--- config.mk ---
export PLATFORM = sky130hd
export DESIGN_NAME = rv32x_ram
export DESIGN_NICKNAME = d
export VERILOG_FILES = /design/src/hdl/rv32x_ram.sv
export SDC_FILE = /design/constraint.sdc
export NUM_CORES = 1
export LEC_CHECK = 0
export BUFFER_PORTS_ARGS = -buffer_cell sky130_fd_sc_hd__buf_2
export CAP_MARGIN = 20
export CORE_ASPECT_RATIO = 1.1
export CORE_MARGIN = 2
export CORE_UTILIZATION = 45
export CTS_BUF_LIST = sky130_fd_sc_hd__clkbuf_8
export CTS_CLUSTER_DIAMETER = 80
export CTS_CLUSTER_SIZE = 16
export DETAILED_ROUTE_END_ITERATION = 7
export PLACE_DENSITY_LB_ADDON = 0.1
export REMOVE_ABC_BUFFERS = 1
export SKIP_CTS_REPAIR_TIMING = 1
export SLEW_MARGIN = 10
export SYNTH_ARGS = -nofsm -noshare
export SYNTH_HDL_FRONTEND = slang
export SYNTH_SLANG_ARGS = --single-unit
--- constraint.sdc ---
create_clock -name clk_i -period 2.99 [get_ports clk_i]
set_input_delay 0.598 -clock clk_i [delete_from_list [all_inputs] [get_ports clk_i]]
set_output_delay 0.598 -clock clk_i [all_outputs]
set_load 0.02 [all_outputs]
--- src/hdl/rv32x_ram.sv ---
// Generic single-write, single-read RAM with registered read data
module rv32x_ram #(
  parameter int unsigned Width = 32,
  parameter int unsigned Depth = 32
) (
  input  logic                     clk_i,
  input  logic                     we_i,
  input  logic [$clog2(Depth)-1:0] waddr_i,
  input  logic [Width-1:0]         wdata_i,
  input  logic [$clog2(Depth)-1:0] raddr_i,
  output logic [Width-1:0]         rdata_o
);

  logic [Width-1:0] mem_q [Depth];

  always_ff @(posedge clk_i) begin
    if (we_i) begin
      mem_q[waddr_i] <= wdata_i;
    end
    rdata_o <= mem_q[raddr_i];
  end

endmodule

==> PnR_summary.wiki <==
{| class="wikitable"
! Metric !! Value
|-
| Final Wtd Congestion || roughly 0.76
|-
| Detailed Route WL || 102000 um
|-
| Placed wire-length estimate || 58300 um
|-
| Worst-margin pin slew || about 0.7 ns
|-
| Sum of negative setup slack || 0 ns
|-
| Deepest level of the CTS H-tree || 3
|-
| Largest net degree at the start of global routing || 70
|-
| P per Cell Area || 564 nW/um^2
|-
| FMAX || 0.510 GHz
|-
| Clock latency reported for the late side of the worst-skew pair || about 0.73 ns
|-
| Layer with the highest usage || met2
|-
| Number of different library cells in the post-synthesis netlist || 25
|-
| Leakage power of the design || ~0.016 uW
|-
| Hold Path Class || input port to register
|-
| Register area || 31400 um^2
|-
| Netlist Area Pre-Place || 40500 um^2
|-
| Number of ports placed on the die boundary || 76
|-
| Setup Skew || between 0.03 and 0.04 ns
|-
| Clock Path Buffers || 3
|-
| Area delta synth->final || 10.5%
|-
| Met3 capacity usage during global routing || 0.0290
|-
| Maximum vdd ir drop || 0.340 mV
|-
| Detailed-route DRC error count || 0
|-
| Largest area contributor in the netlist || edfxtp_1
|-
| Die ar. || 92400 um^2
|-
| Launching element type of the critical path || register
|-
| Sequential share of the synthesized area || 0.775
|-
| CTS tree || yes
|-
| Met1 track demand over resource in global routing || 0.316
|-
| Number of failing hold endpoints at the final stage || 0
|-
| Area taken by multi-input logic gates || approximately 8600 um^2
|-
| Delay of the slowest cell on the worst path || roughly 0.43 ns
|-
| Share of the synthesized area in the top cell type || 0.760
|-
| Antenna-violating nets left || 0
|-
| Setup WS pre-CTS || 0.496 ns
|-
| Area contributors post-synth || edfxtp_1, mux2i_1, a22oi_1
|-
| Clock tree root driver cell || clkbuf_8
|-
| Buf/Inv on CP || 1
|-
| Max-cap violation count || 0
|-
| Arrival time reported for the critical path endpoint || between 1 and 1.5 ns
|-
| Max stage delay cell, worst path || dfxtp_1
|-
| Start-to-end type of the worst setup path || register to output port
|-
| Die height || 319 um
|-
| Initial standard-cell utilization of the core || 0.453
|-
| Number of enable-type register cells in the synthesized netlist || roughly 1000
|-
| Largest delay contributor family on the critical path || flip-flops
|-
| Pins over their slew limit || 0
|-
| Number of buffers added on ports || 75
|-
| Maximum fanout along the worst path || 1
|-
| Number of global-route vias before repair || 21100
|-
| Yosys warning total || 0
|-
| Via count || ~21000
|-
| First-pass detailed-route iteration total || 5
|-
| Rows || between 100 and 150
|-
| Remaining global-route overflow || 0
|-
| Worst setup margin || between 1 and 1.5 ns
|-
| Share of synthesized registers carrying an async set or reset || 0
|-
| Cells along the critical path || buf_2
|-
| Rel. slew slack || 0.538
|-
| Global Route met2 Usage || 0.353
|-
| Num CTS Buffers || 76
|-
| Run status || finished clean
|-
| Global-route usage over all layers || 0.219
|-
| Wire length of the first global-routing pass || 147000 um
|-
| Core Box Area || between 80000 and 90000 um^2
|-
| Layout net count || 2470
|-
| Vias per Instance || approximately 5.7
|-
| Unrepaired setup endpoints after global routing || no
|-
| Critical path required time || between 2 and 2.5 ns
|-
| Clock sink total || roughly 1100
|-
| Dominant synthesized flop cell || edfxtp_1
|-
| CTS clk-pin slew, worst paths || 0.12 ns
|-
| WL/cell || 27.9 um
|-
| Final worst path period need || between 1.5 and 2 ns
|-
| Number of synthesized register bits || between 1000 and 1500
|-
| Element type at the critical path end || output port
|-
| Finish-stage setup viols || 0
|-
| Layout cells sized above 1 || 0.138
|-
| Final worst path period share || 0.656
|-
| Mean cell area of the mapped netlist || about 18 um^2
|-
| Chip width || 290 um
|-
| Number of standard cells after synthesis || between 2000 and 2500
|-
| Filler cell count in the final layout || approximately 7300
|-
| Initial antenna violation count || 5
|-
| Number of violations reported at the end of detailed-routing iteration 0 || between 1500 and 2000
|}
## cells in the final DEF, fill, tap and decap left out, drive strengths merged
cell / instances
a21oi: 96
or3b: 3
nand3: 98
buf: 215
mux2i: 512
a31oi: 32
edfxtp: 1024
dfxtp: 32
a22oi: 96
or3: 1
nor2: 34
inv: 49
and2: 1
nor2b: 1
or2: 1
a22o: 64
nand2: 98
diode: 1
clkbuf: 82
clkinv: 1
and2b: 1
nor3: 32
nand3b: 5
nand2b: 2
## metrics by stage
stage	total power, uW	hold slack, ns	util	cells	cell area [um^2]
floorplan	17600	0.554	-	2133	39700
global placement	18500	0.565	0.486	3518	43400
detailed placement	18500	0.583	0.486	3518	43400
CTS	25500	0.304	0.501	3650	44700
global route	26100	0.354	0.501	3651	44700
finish	25200	0.360	0.501	3651	44700
## power by group
group	internal [uW]	total (uW)	leakage, uW	switching, uW
combinational	573	1680	0.00525	1110
clock	2550	7040	0.000854	4490
sequential	16400	16500	0.00949	69.5
total	19600	25200	0.0156	5670
## metal layers
layer  part of all wire  up-vias
li1                   -     9266
met1               0.46    11000
met2               0.47      578
met3              0.051      124
met4              0.020        4
met5            0.00026        -
## cells by family after synthesis
| group | synth area share |
|---|---|
| buffers and inverters | 0.0186 |
| DFF | 0.775 |
| and+or+nand+nor | 0.0310 |
| AOI/OAI and AO/OA | 0.0485 |
| muxes | 0.127 |
## cell type report
| class | count | area share |
|---|---|---|
| clock buffers | 82 | 0.0252 |
| flip-flops and latches | 1056 | 0.702 |
| well taps | 1170 | 0.0327 |
| multi-input cells | 1077 | 0.192 |
| repair buffers | 215 | 0.0433 |
| diodes | 1 | 0.0000559 |
| clock inverters | 50 | 0.00442 |
## worst paths after layout
path / startpoint / endpoint / slack [ns] / cells after the start
setup reg to reg: mem_q[3][17] / rdata_o[17] / 1.52 / 7
setup / recovery: rdata_o[30] / rdata_o[30] / 1.03 / 1
hold / removal: wdata_i[10] / mem_q[9][10] / 0.36 / 1
hold reg to reg: mem_q[26][3] / rdata_o[3] / 0.61 / 4
## synthesized netlist by cell type (2+ instances only)
master	number
dfxtp_1	32
buf_1	5
edfxtp_1	1024
a22oi_1	96
buf_2	26
nor3_1	32
or3b_2	3
nand2_1	98
mux2i_1	512
buf_6	15
a21oi_1	96
nand2b_1	2
clkbuf_4	2
clkbuf_1	46
buf_4	33
nand3_1	98
a22o_1	64
a31oi_1	32
nand3b_1	5
nor2_1	34
## flip-flops by register name, summed over array words and instances (netlist names)
name and count:
mem_q 1024, rdata_o 32
Note: power is estimated with default switching activity, not from simulation.
