<file path="config.mk">
export PLATFORM = sky130hd
export DESIGN_NAME = rv32x_muldiv
export DESIGN_NICKNAME = d
export VERILOG_FILES = /design/src/hdl/rv32x_pkg.sv /design/src/hdl/rv32x_muldiv.sv
export SDC_FILE = /design/constraint.sdc
export NUM_CORES = 2
export LEC_CHECK = 0
export BUFFER_PORTS_ARGS = -buffer_cell sky130_fd_sc_hd__buf_2
export CORE_ASPECT_RATIO = 1.75
export CORE_MARGIN = 2
export CORE_UTILIZATION = 65
export CTS_BUF_LIST = sky130_fd_sc_hd__clkbuf_4
export DETAILED_ROUTE_END_ITERATION = 16
export MAX_ROUTING_LAYER = met4
export PLACE_DENSITY = 0.89
export SETUP_SLACK_MARGIN = 0.2
export SLEW_MARGIN = 20
export SYNTH_ARGS = -nofsm -noshare
export SYNTH_HDL_FRONTEND = slang
export SYNTH_SLANG_ARGS = --single-unit
</file>
<file path="constraint.sdc">
create_clock -name clk_i -period 5.7 [get_ports clk_i]
set_clock_uncertainty 0.2 [all_clocks]
set_input_delay 1.14 -clock clk_i [delete_from_list [all_inputs] [get_ports clk_i]]
set_output_delay 1.14 -clock clk_i [all_outputs]
set_load 0.01 [all_outputs]
</file>
<file path="src/hdl/rv32x_pkg.sv">
package rv32x_pkg;

  // Register file geometry
  localparam int unsigned XLEN       = 32;
  localparam int unsigned RegCount   = 32;
  localparam int unsigned RegIdxW    = 5;
  localparam int unsigned UpperShift = 12;

  // Stream widths (bits used, then padded to bytes)
  localparam int unsigned InBits   = 6 + 3 * RegIdxW + 3 * XLEN;
  localparam int unsigned InBytesW = ((InBits + 7) / 8) * 8;
  localparam int unsigned OutBits  = XLEN + 1 + RegIdxW + 2 + 2 * XLEN + 1;
  localparam int unsigned OutBytesW = ((OutBits + 7) / 8) * 8;

  // Instruction kinds
  typedef enum logic [5:0] {
    KAdd = 6'd0, KSub = 6'd1, KMul = 6'd2, KDiv = 6'd3, KSll = 6'd4, KMulh = 6'd5,
    KSlt = 6'd6, KMulhsu = 6'd7, KSltu = 6'd8, KMulhu = 6'd9, KXor = 6'd10,
    KDivu = 6'd11, KSrl = 6'd12, KSra = 6'd13, KOr = 6'd14, KRem = 6'd15,
    KAnd = 6'd16, KRemu = 6'd17,
    KAddi = 6'd18, KSubi = 6'd19, KMuli = 6'd20, KDivi = 6'd21, KSlli = 6'd22,
    KSlti = 6'd23, KSltiu = 6'd24, KXori = 6'd25, KOri = 6'd26, KAndi = 6'd27,
    KLoad = 6'd28, KStore = 6'd29, KJal = 6'd30, KHalt = 6'd31, KLui = 6'd32,
    KAuipc = 6'd33, KLoadRet = 6'd34
  } kind_e;

  // Memory access codes
  typedef enum logic [1:0] {
    AccNone = 2'd0, AccLoad = 2'd1, AccStore = 2'd2, AccJump = 2'd3
  } access_e;

  // Multiply/divide unit operations
  typedef enum logic [2:0] {
    MdMul = 3'd0, MdMulh = 3'd1, MdMulhsu = 3'd2, MdMulhu = 3'd3,
    MdDiv = 3'd4, MdDivu = 3'd5, MdRem = 3'd6, MdRemu = 3'd7
  } md_op_e;

  typedef struct packed {
    logic           start;
    md_op_e         op;
    logic [XLEN-1:0] a;
    logic [XLEN-1:0] b;
  } md_req_t;

  typedef struct packed {
    logic            done;
    logic [XLEN-1:0] result;
  } md_rsp_t;

  // Immediate kinds map onto the register ALU codes
  function automatic kind_e imm_to_alu(input kind_e k);
    kind_e r;
    unique case (k)
      KAddi:   r = KAdd;
      KSubi:   r = KSub;
      KMuli:   r = KMul;
      KDivi:   r = KDiv;
      KSlli:   r = KSll;
      KSlti:   r = KSlt;
      KSltiu:  r = KSltu;
      KXori:   r = KXor;
      KOri:    r = KOr;
      KAndi:   r = KAnd;
      default: r = k;
    endcase
    return r;
  endfunction

endpackage

</file>
<file path="src/hdl/rv32x_muldiv.sv">
// Multiply (one registered stage) and radix-2 restoring divide (32 steps)
module rv32x_muldiv (
  input  logic               clk_i,
  input  logic               rst_ni,
  input  rv32x_pkg::md_req_t req_i,
  output rv32x_pkg::md_rsp_t rsp_o
);

  localparam int unsigned W = rv32x_pkg::XLEN;

  logic                  busy_q, mul_pend_q, done_q;
  logic [4:0]            cnt_q;
  rv32x_pkg::md_op_e     op_q;
  logic signed [2*W+1:0] prod_q;
  logic [W-1:0]          rem_q, quo_q, dvs_q;
  logic                  neg_q_q, neg_r_q, bzero_q;

  logic                  is_div, a_sgn, b_sgn, a_neg, b_neg;
  logic signed [W:0]     a_ext, b_ext;
  logic [W-1:0]          a_mag, b_mag;
  logic [W:0]            shifted;
  logic [W+1:0]          diff;

  // Operand preparation
  always_comb begin
    is_div = req_i.op[2];
    a_sgn  = (req_i.op == rv32x_pkg::MdMulh) || (req_i.op == rv32x_pkg::MdMulhsu) ||
             (req_i.op == rv32x_pkg::MdDiv) || (req_i.op == rv32x_pkg::MdRem);
    b_sgn  = (req_i.op == rv32x_pkg::MdMulh) || (req_i.op == rv32x_pkg::MdDiv) ||
             (req_i.op == rv32x_pkg::MdRem);
    a_ext  = {a_sgn & req_i.a[W-1], req_i.a};
    b_ext  = {b_sgn & req_i.b[W-1], req_i.b};
    a_neg  = a_sgn & req_i.a[W-1];
    b_neg  = b_sgn & req_i.b[W-1];
    a_mag  = a_neg ? (W'(0) - req_i.a) : req_i.a;
    b_mag  = b_neg ? (W'(0) - req_i.b) : req_i.b;
  end

  // One restoring step
  always_comb begin
    shifted = {rem_q, quo_q[W-1]};
    diff    = {1'b0, shifted} - {2'b00, dvs_q};
  end

  // Control
  always_ff @(posedge clk_i or negedge rst_ni) begin
    if (!rst_ni) begin
      busy_q     <= 1'b0;
      mul_pend_q <= 1'b0;
      done_q     <= 1'b0;
      cnt_q      <= '0;
    end else if (req_i.start) begin
      busy_q     <= is_div;
      mul_pend_q <= !is_div;
      done_q     <= 1'b0;
      cnt_q      <= '0;
    end else if (mul_pend_q) begin
      mul_pend_q <= 1'b0;
      done_q     <= 1'b1;
    end else if (busy_q) begin
      cnt_q <= cnt_q + 5'd1;
      if (cnt_q == 5'd31) begin
        busy_q <= 1'b0;
        done_q <= 1'b1;
      end
    end
  end

  // Datapath
  always_ff @(posedge clk_i) begin
    if (req_i.start) begin
      op_q    <= req_i.op;
      prod_q  <= a_ext * b_ext;
      rem_q   <= '0;
      quo_q   <= a_mag;
      dvs_q   <= b_mag;
      neg_q_q <= a_neg ^ b_neg;
      neg_r_q <= a_neg;
      bzero_q <= (req_i.b == '0);
    end else if (busy_q) begin
      quo_q <= {quo_q[W-2:0], !diff[W+1]};
      rem_q <= diff[W+1] ? shifted[W-1:0] : diff[W-1:0];
    end
  end

  // Result selection
  always_comb begin
    rsp_o.done = done_q;
    unique case (op_q)
      rv32x_pkg::MdMul:    rsp_o.result = prod_q[W-1:0];
      rv32x_pkg::MdMulh,
      rv32x_pkg::MdMulhsu,
      rv32x_pkg::MdMulhu:  rsp_o.result = prod_q[2*W-1:W];
      rv32x_pkg::MdDiv:    rsp_o.result = bzero_q ? '1 :
                                          (neg_q_q ? (W'(0) - quo_q) : quo_q);
      rv32x_pkg::MdDivu:   rsp_o.result = quo_q;
      rv32x_pkg::MdRem:    rsp_o.result = neg_r_q ? (W'(0) - rem_q) : rem_q;
      rv32x_pkg::MdRemu:   rsp_o.result = rem_q;
      default:             rsp_o.result = '0;
    endcase
  end

  a_done_clears: assert property (@(posedge clk_i) disable iff (!rst_ni)
    req_i.start |=> !done_q)
    else $error("muldiv done not cleared by start");
  a_exclusive: assert property (@(posedge clk_i) disable iff (!rst_ni)
    !(busy_q && mul_pend_q))
    else $error("muldiv multiply and divide active together");
  a_div_done: assert property (@(posedge clk_i) disable iff (!rst_ni)
    (busy_q && cnt_q == 5'd31 && !req_i.start) |=> done_q)
    else $error("divide did not finish after 32 steps");

endmodule

</file>
==> impl_metrics.tcl, run 1 <==
set metrics [dict create \
    synth_seq_cells 174 \
    grtUsageTotal_pct 70.8 \
    seq_area_frac_synth_pct 9.81 \
    synthMostInstantiatedCell "inv_1" \
    haltStage "global routing (5_1_grt)" \
    place_hpwl_mm 144 \
    num_rows 134 \
    ys_warn_count 0 \
    synth_top_area_cell "fa_1" \
    clkSinkCount 174 \
    synth.top_cells.by_count "inv_1, fa_1, nand2_1" \
    syn-mean-instance-area_sq_um 8.92 \
    synth_enable_flop_cells 134 \
    grt_pass1_wl_mm 380 \
    initial_utilization_pct 65.3 \
    ctsHoldBuffers 0 \
    mappedNetlistArea_sq_mm 0.0496 \
    place_area_sq_mm 0.0557 \
    cts_made_buffers 17 \
    synthesis.nets 7005 \
    gp_congestion 1.09 \
    grt_max_degree 132 \
    yosys-top-cells-area "fa_1, inv_1, edfxtp_1, nand2_1, ha_1" \
    synth_cell_type_count 81 \
    synthArstFlopShare_pct 4.60 \
    grt-ovfl-total 151 \
    clock_path_buffers 2 \
    dieHeight_um 369 \
    clock-root-buffer "clkbuf_4" \
    io-pin-count 103 \
    synth_cells 5559 \
    firstError "[ERROR GRT-0116] Global routing finished with congestion. Check the congestion regions in the DRC Viewer." \
    io_buffers 102 \
    status "aborted with a tool error" \
    die_x_um 213 \
    yosys.area.top_type_share_pct 45.5 \
    grt_pass1_vias 57579 \
    htreeDepth 4 \
    synthFlopType "edfxtp_1" \
]
## layer usage
layer / GRT overflow / global-route usage [%]
met4: 51 / 69.1
met5: - / -
met1: 6 / 65.9
met2: 89 / 88.6
met3: 5 / 54.8
## metrics by stage
step / cells / hold slack (ns) / setup WS (ns) / TNS (ns)
after floorplan: 5559 / 0.274 / -3.12 / -104.50
after global placement: 6918 / 0.286 / -3.66 / -149.19
after detailed placement: 6918 / 0.293 / -3.98 / -159.42
after CTS: 7057 / 0.0688 / -2.84 / -99.90
## logic make-up after synthesis
logic type	share of synthesized area, %
flip-flops	9.81
adder cells (fa/ha/maj)	51.8
AND/OR/NAND/NOR	15.0
XOR/XNOR	3.69
multiplexers	0.265
buffers and inverters	12.0
AO/OA/AOI/OAI	7.51
## timing repair
| action | in CTS |
|---|---|
| cloned | 12 |
| endpoints found under the setup margin | 55 |
| gates resized for setup | 370 |
| pin swaps | 178 |
| buffers inserted | 95 |
==> run 2, diff against run 1 <==
CORE_ASPECT_RATIO = unset   (was 1.75)
CORE_UTILIZATION = 40   (was 65)
CTS_BUF_LIST = unset   (was sky130_fd_sc_hd__clkbuf_4)
MAX_ROUTING_LAYER = unset   (was met4)
PLACE_DENSITY = unset   (was 0.89)
PLACE_DENSITY_LB_ADDON = 0.15   (was unset)
SETUP_SLACK_MARGIN = unset   (was 0.2)
==> impl_metrics.tcl, run 2 <==
set metrics [dict create \
    status "complete, but fails checks" \
    failed_checks "setup timing" \
    num_rows 129 \
    yosys.area.top_type_share_pct 45.5 \
    dr.first_iter.drc_count 2855 \
    grt_max_degree 79 \
    coreArea_sq_mm 0.123 \
    hold_viol_final 0 \
    grt_antenna_before_repair 12 \
    synthArstFlopShare_pct 4.60 \
    seq_area_frac_synth_pct 9.81 \
    final_common_cell "inv_1" \
    clock_path_buffers 2 \
    fin_crit_sh_pct 149 \
    cts_tree "done" \
    drv_slew 0 \
    place_hpwl_mm 142 \
    layout_common_cells "inv_1, fa_1, nand2_1" \
    synthMostInstantiatedCell "inv_1" \
    crit_arrival_ns 8.49 \
    place_inst 7547 \
    via_per_inst 5.14 \
    path_class "input pin to flop" \
    synthesis.nets 7005 \
    pre_cts_ws_ns -3.68 \
    tightest_slew_ns 0.858 \
    regMostFlops "prod_q" \
    clkTransAtPathRegs_ns 0.07 \
    clk_latency_ns 0.47 \
    grt-ovfl-total 0 \
    antenna_left 0 \
    grt_pass1_wl_mm 259 \
    finalCriticalPeriod_ns 8.48 \
    critPathBufInv 9 \
    cts_made_buffers 17 \
    synth_cells 5559 \
    setup-violations-final 54 \
    dieArea_sq_mm 0.127 \
    gp_congestion 0.940 \
    initial_utilization_pct 40.2 \
    wl_mm 169 \
    crit_slowest_cell "fa_2" \
    critical_path.max_fanout 11 \
    rsz0062_at_grt "true" \
    instances_no_fill 7647 \
    end_kind "flop" \
    place_area_sq_mm 0.0565 \
    drive_above_1_share_pct 19.3 \
    io_buffers 102 \
    critPathMaxStageDelay_ns 0.57 \
    cp_top_family "adder cells" \
    drc 0 \
    critPathLaunchType "input pin" \
    syn2layout_area_growth_pct 20.7 \
    die_x_um 356 \
    slew_headroom_pct 42.8 \
    seq_area_sq_mm 0.00487 \
    io-pin-count 103 \
    maxCapViolCount 0 \
    clkSinkCount 174 \
    cp.required_ns 5.72 \
    mappedNetlistArea_sq_mm 0.0496 \
    synth_seq_cells 174 \
    n_fill_cell 11734 \
    nets 7439 \
    first_pass_iters 6 \
    syn-mean-instance-area_sq_um 8.92 \
    ys_warn_count 0 \
    dr_total_vias 39309 \
    multi_input_area_sq_mm 0.0408 \
    grtUsageTotal_pct 27.2 \
    final_cell_area_sq_mm 0.0598 \
    synth.top_cells.by_count "inv_1, fa_1, nand2_1" \
    fmax_mhz 118 \
    hp-class "input pin to async pin" \
    synth_cell_type_count 81 \
    clock-root-buffer "clkbuf_16" \
    largest_register_ff_count 64 \
    ctsHoldBuffers 0 \
    grt_pass1_vias 41565 \
    crit_top_cell "fa_1" \
    synth_top_area_cell "fa_1" \
    synthFlopType "edfxtp_1" \
    synth_enable_flop_cells 134 \
    dieHeight_um 356 \
    layout_setup_ws_ns -2.78 \
    htreeDepth 4 \
    finalSetupTns_ns -108.14 \
    yosys-top-cells-area "fa_1, inv_1, edfxtp_1, nand2_1, ha_1" \
    wl_per_cell_um 22.1 \
]
-- run 2: metal layers --
metal | part of all wire [%] | vias up | GRT usage (%)
met5 | 0.0071 | - | 0
met4 | 3.9 | 2 | 8.79
met3 | 5.7 | 214 | 2.90
met2 | 46 | 1163 | 44.0
met1 | 44 | 20435 | 38.4
li1 | - | 17495 | -
-- run 2: cell type report --
class	count	area share [%]
antenna	4	0.0167
inverter	1235	7.79
clock inverter	14	0.251
tap	1637	3.42
clock buffer	18	0.717
timing repair buffer	754	11.4
sequential	174	8.13
multi-input combinational	3811	68.3
-- run 2: stage by stage --
stage | hold slack [ns] | util (%)
2_1_floorplan | 0.274 | -
3_5_place_dp | 0.311 | 45.8
5_1_grt | 0.298 | 48.5
6_report | 0.308 | 48.5
4_1_cts | 0.284 | 47.5
3_3_place_gp | 0.302 | 45.8
-- run 2: timing repair --
action	CTS	global route
cloned	1	2
resized for setup	285	238
buffers inserted	40	37
pin swaps	136	176
setup endpoints to repair	55	55
-- run 2: final timing paths --
check,from,endpoint,slack [ns],depth (start not counted)
worst min-delay path,rst_ni,cnt_q[2],0.31,1
min in group clk_i,mul_pend_q,done_q,0.33,2
worst min register to register,mul_pend_q,done_q,0.33,2
worst max-delay path,req_i[65],prod_q[63],-2.78,32
worst max register to register,quo_q[31],rem_q[4],1.16,13
max in group asynchronous,rst_ni,busy_q,4.80,1
-- run 2: cell families (layout without fill, tap and decap cells) --
family                     Yosys count  in the layout  share of synthesized area, %
other                                0              4                             0
and+or+nand+nor                   1652           1652                          15.0
buffers and inverters             1574           2021                          12.0
DFF                                174            174                          9.81
AOI/OAI and AO/OA                  561            561                          7.51
adders and majority gates         1376           1376                          51.8
muxes                               13             13                         0.265
xor gates and xnor gates           209            209                          3.69
Power of run 2 is not shown: default switching activity piles up to over one toggle a cycle in this logic, so the estimate is an artifact.
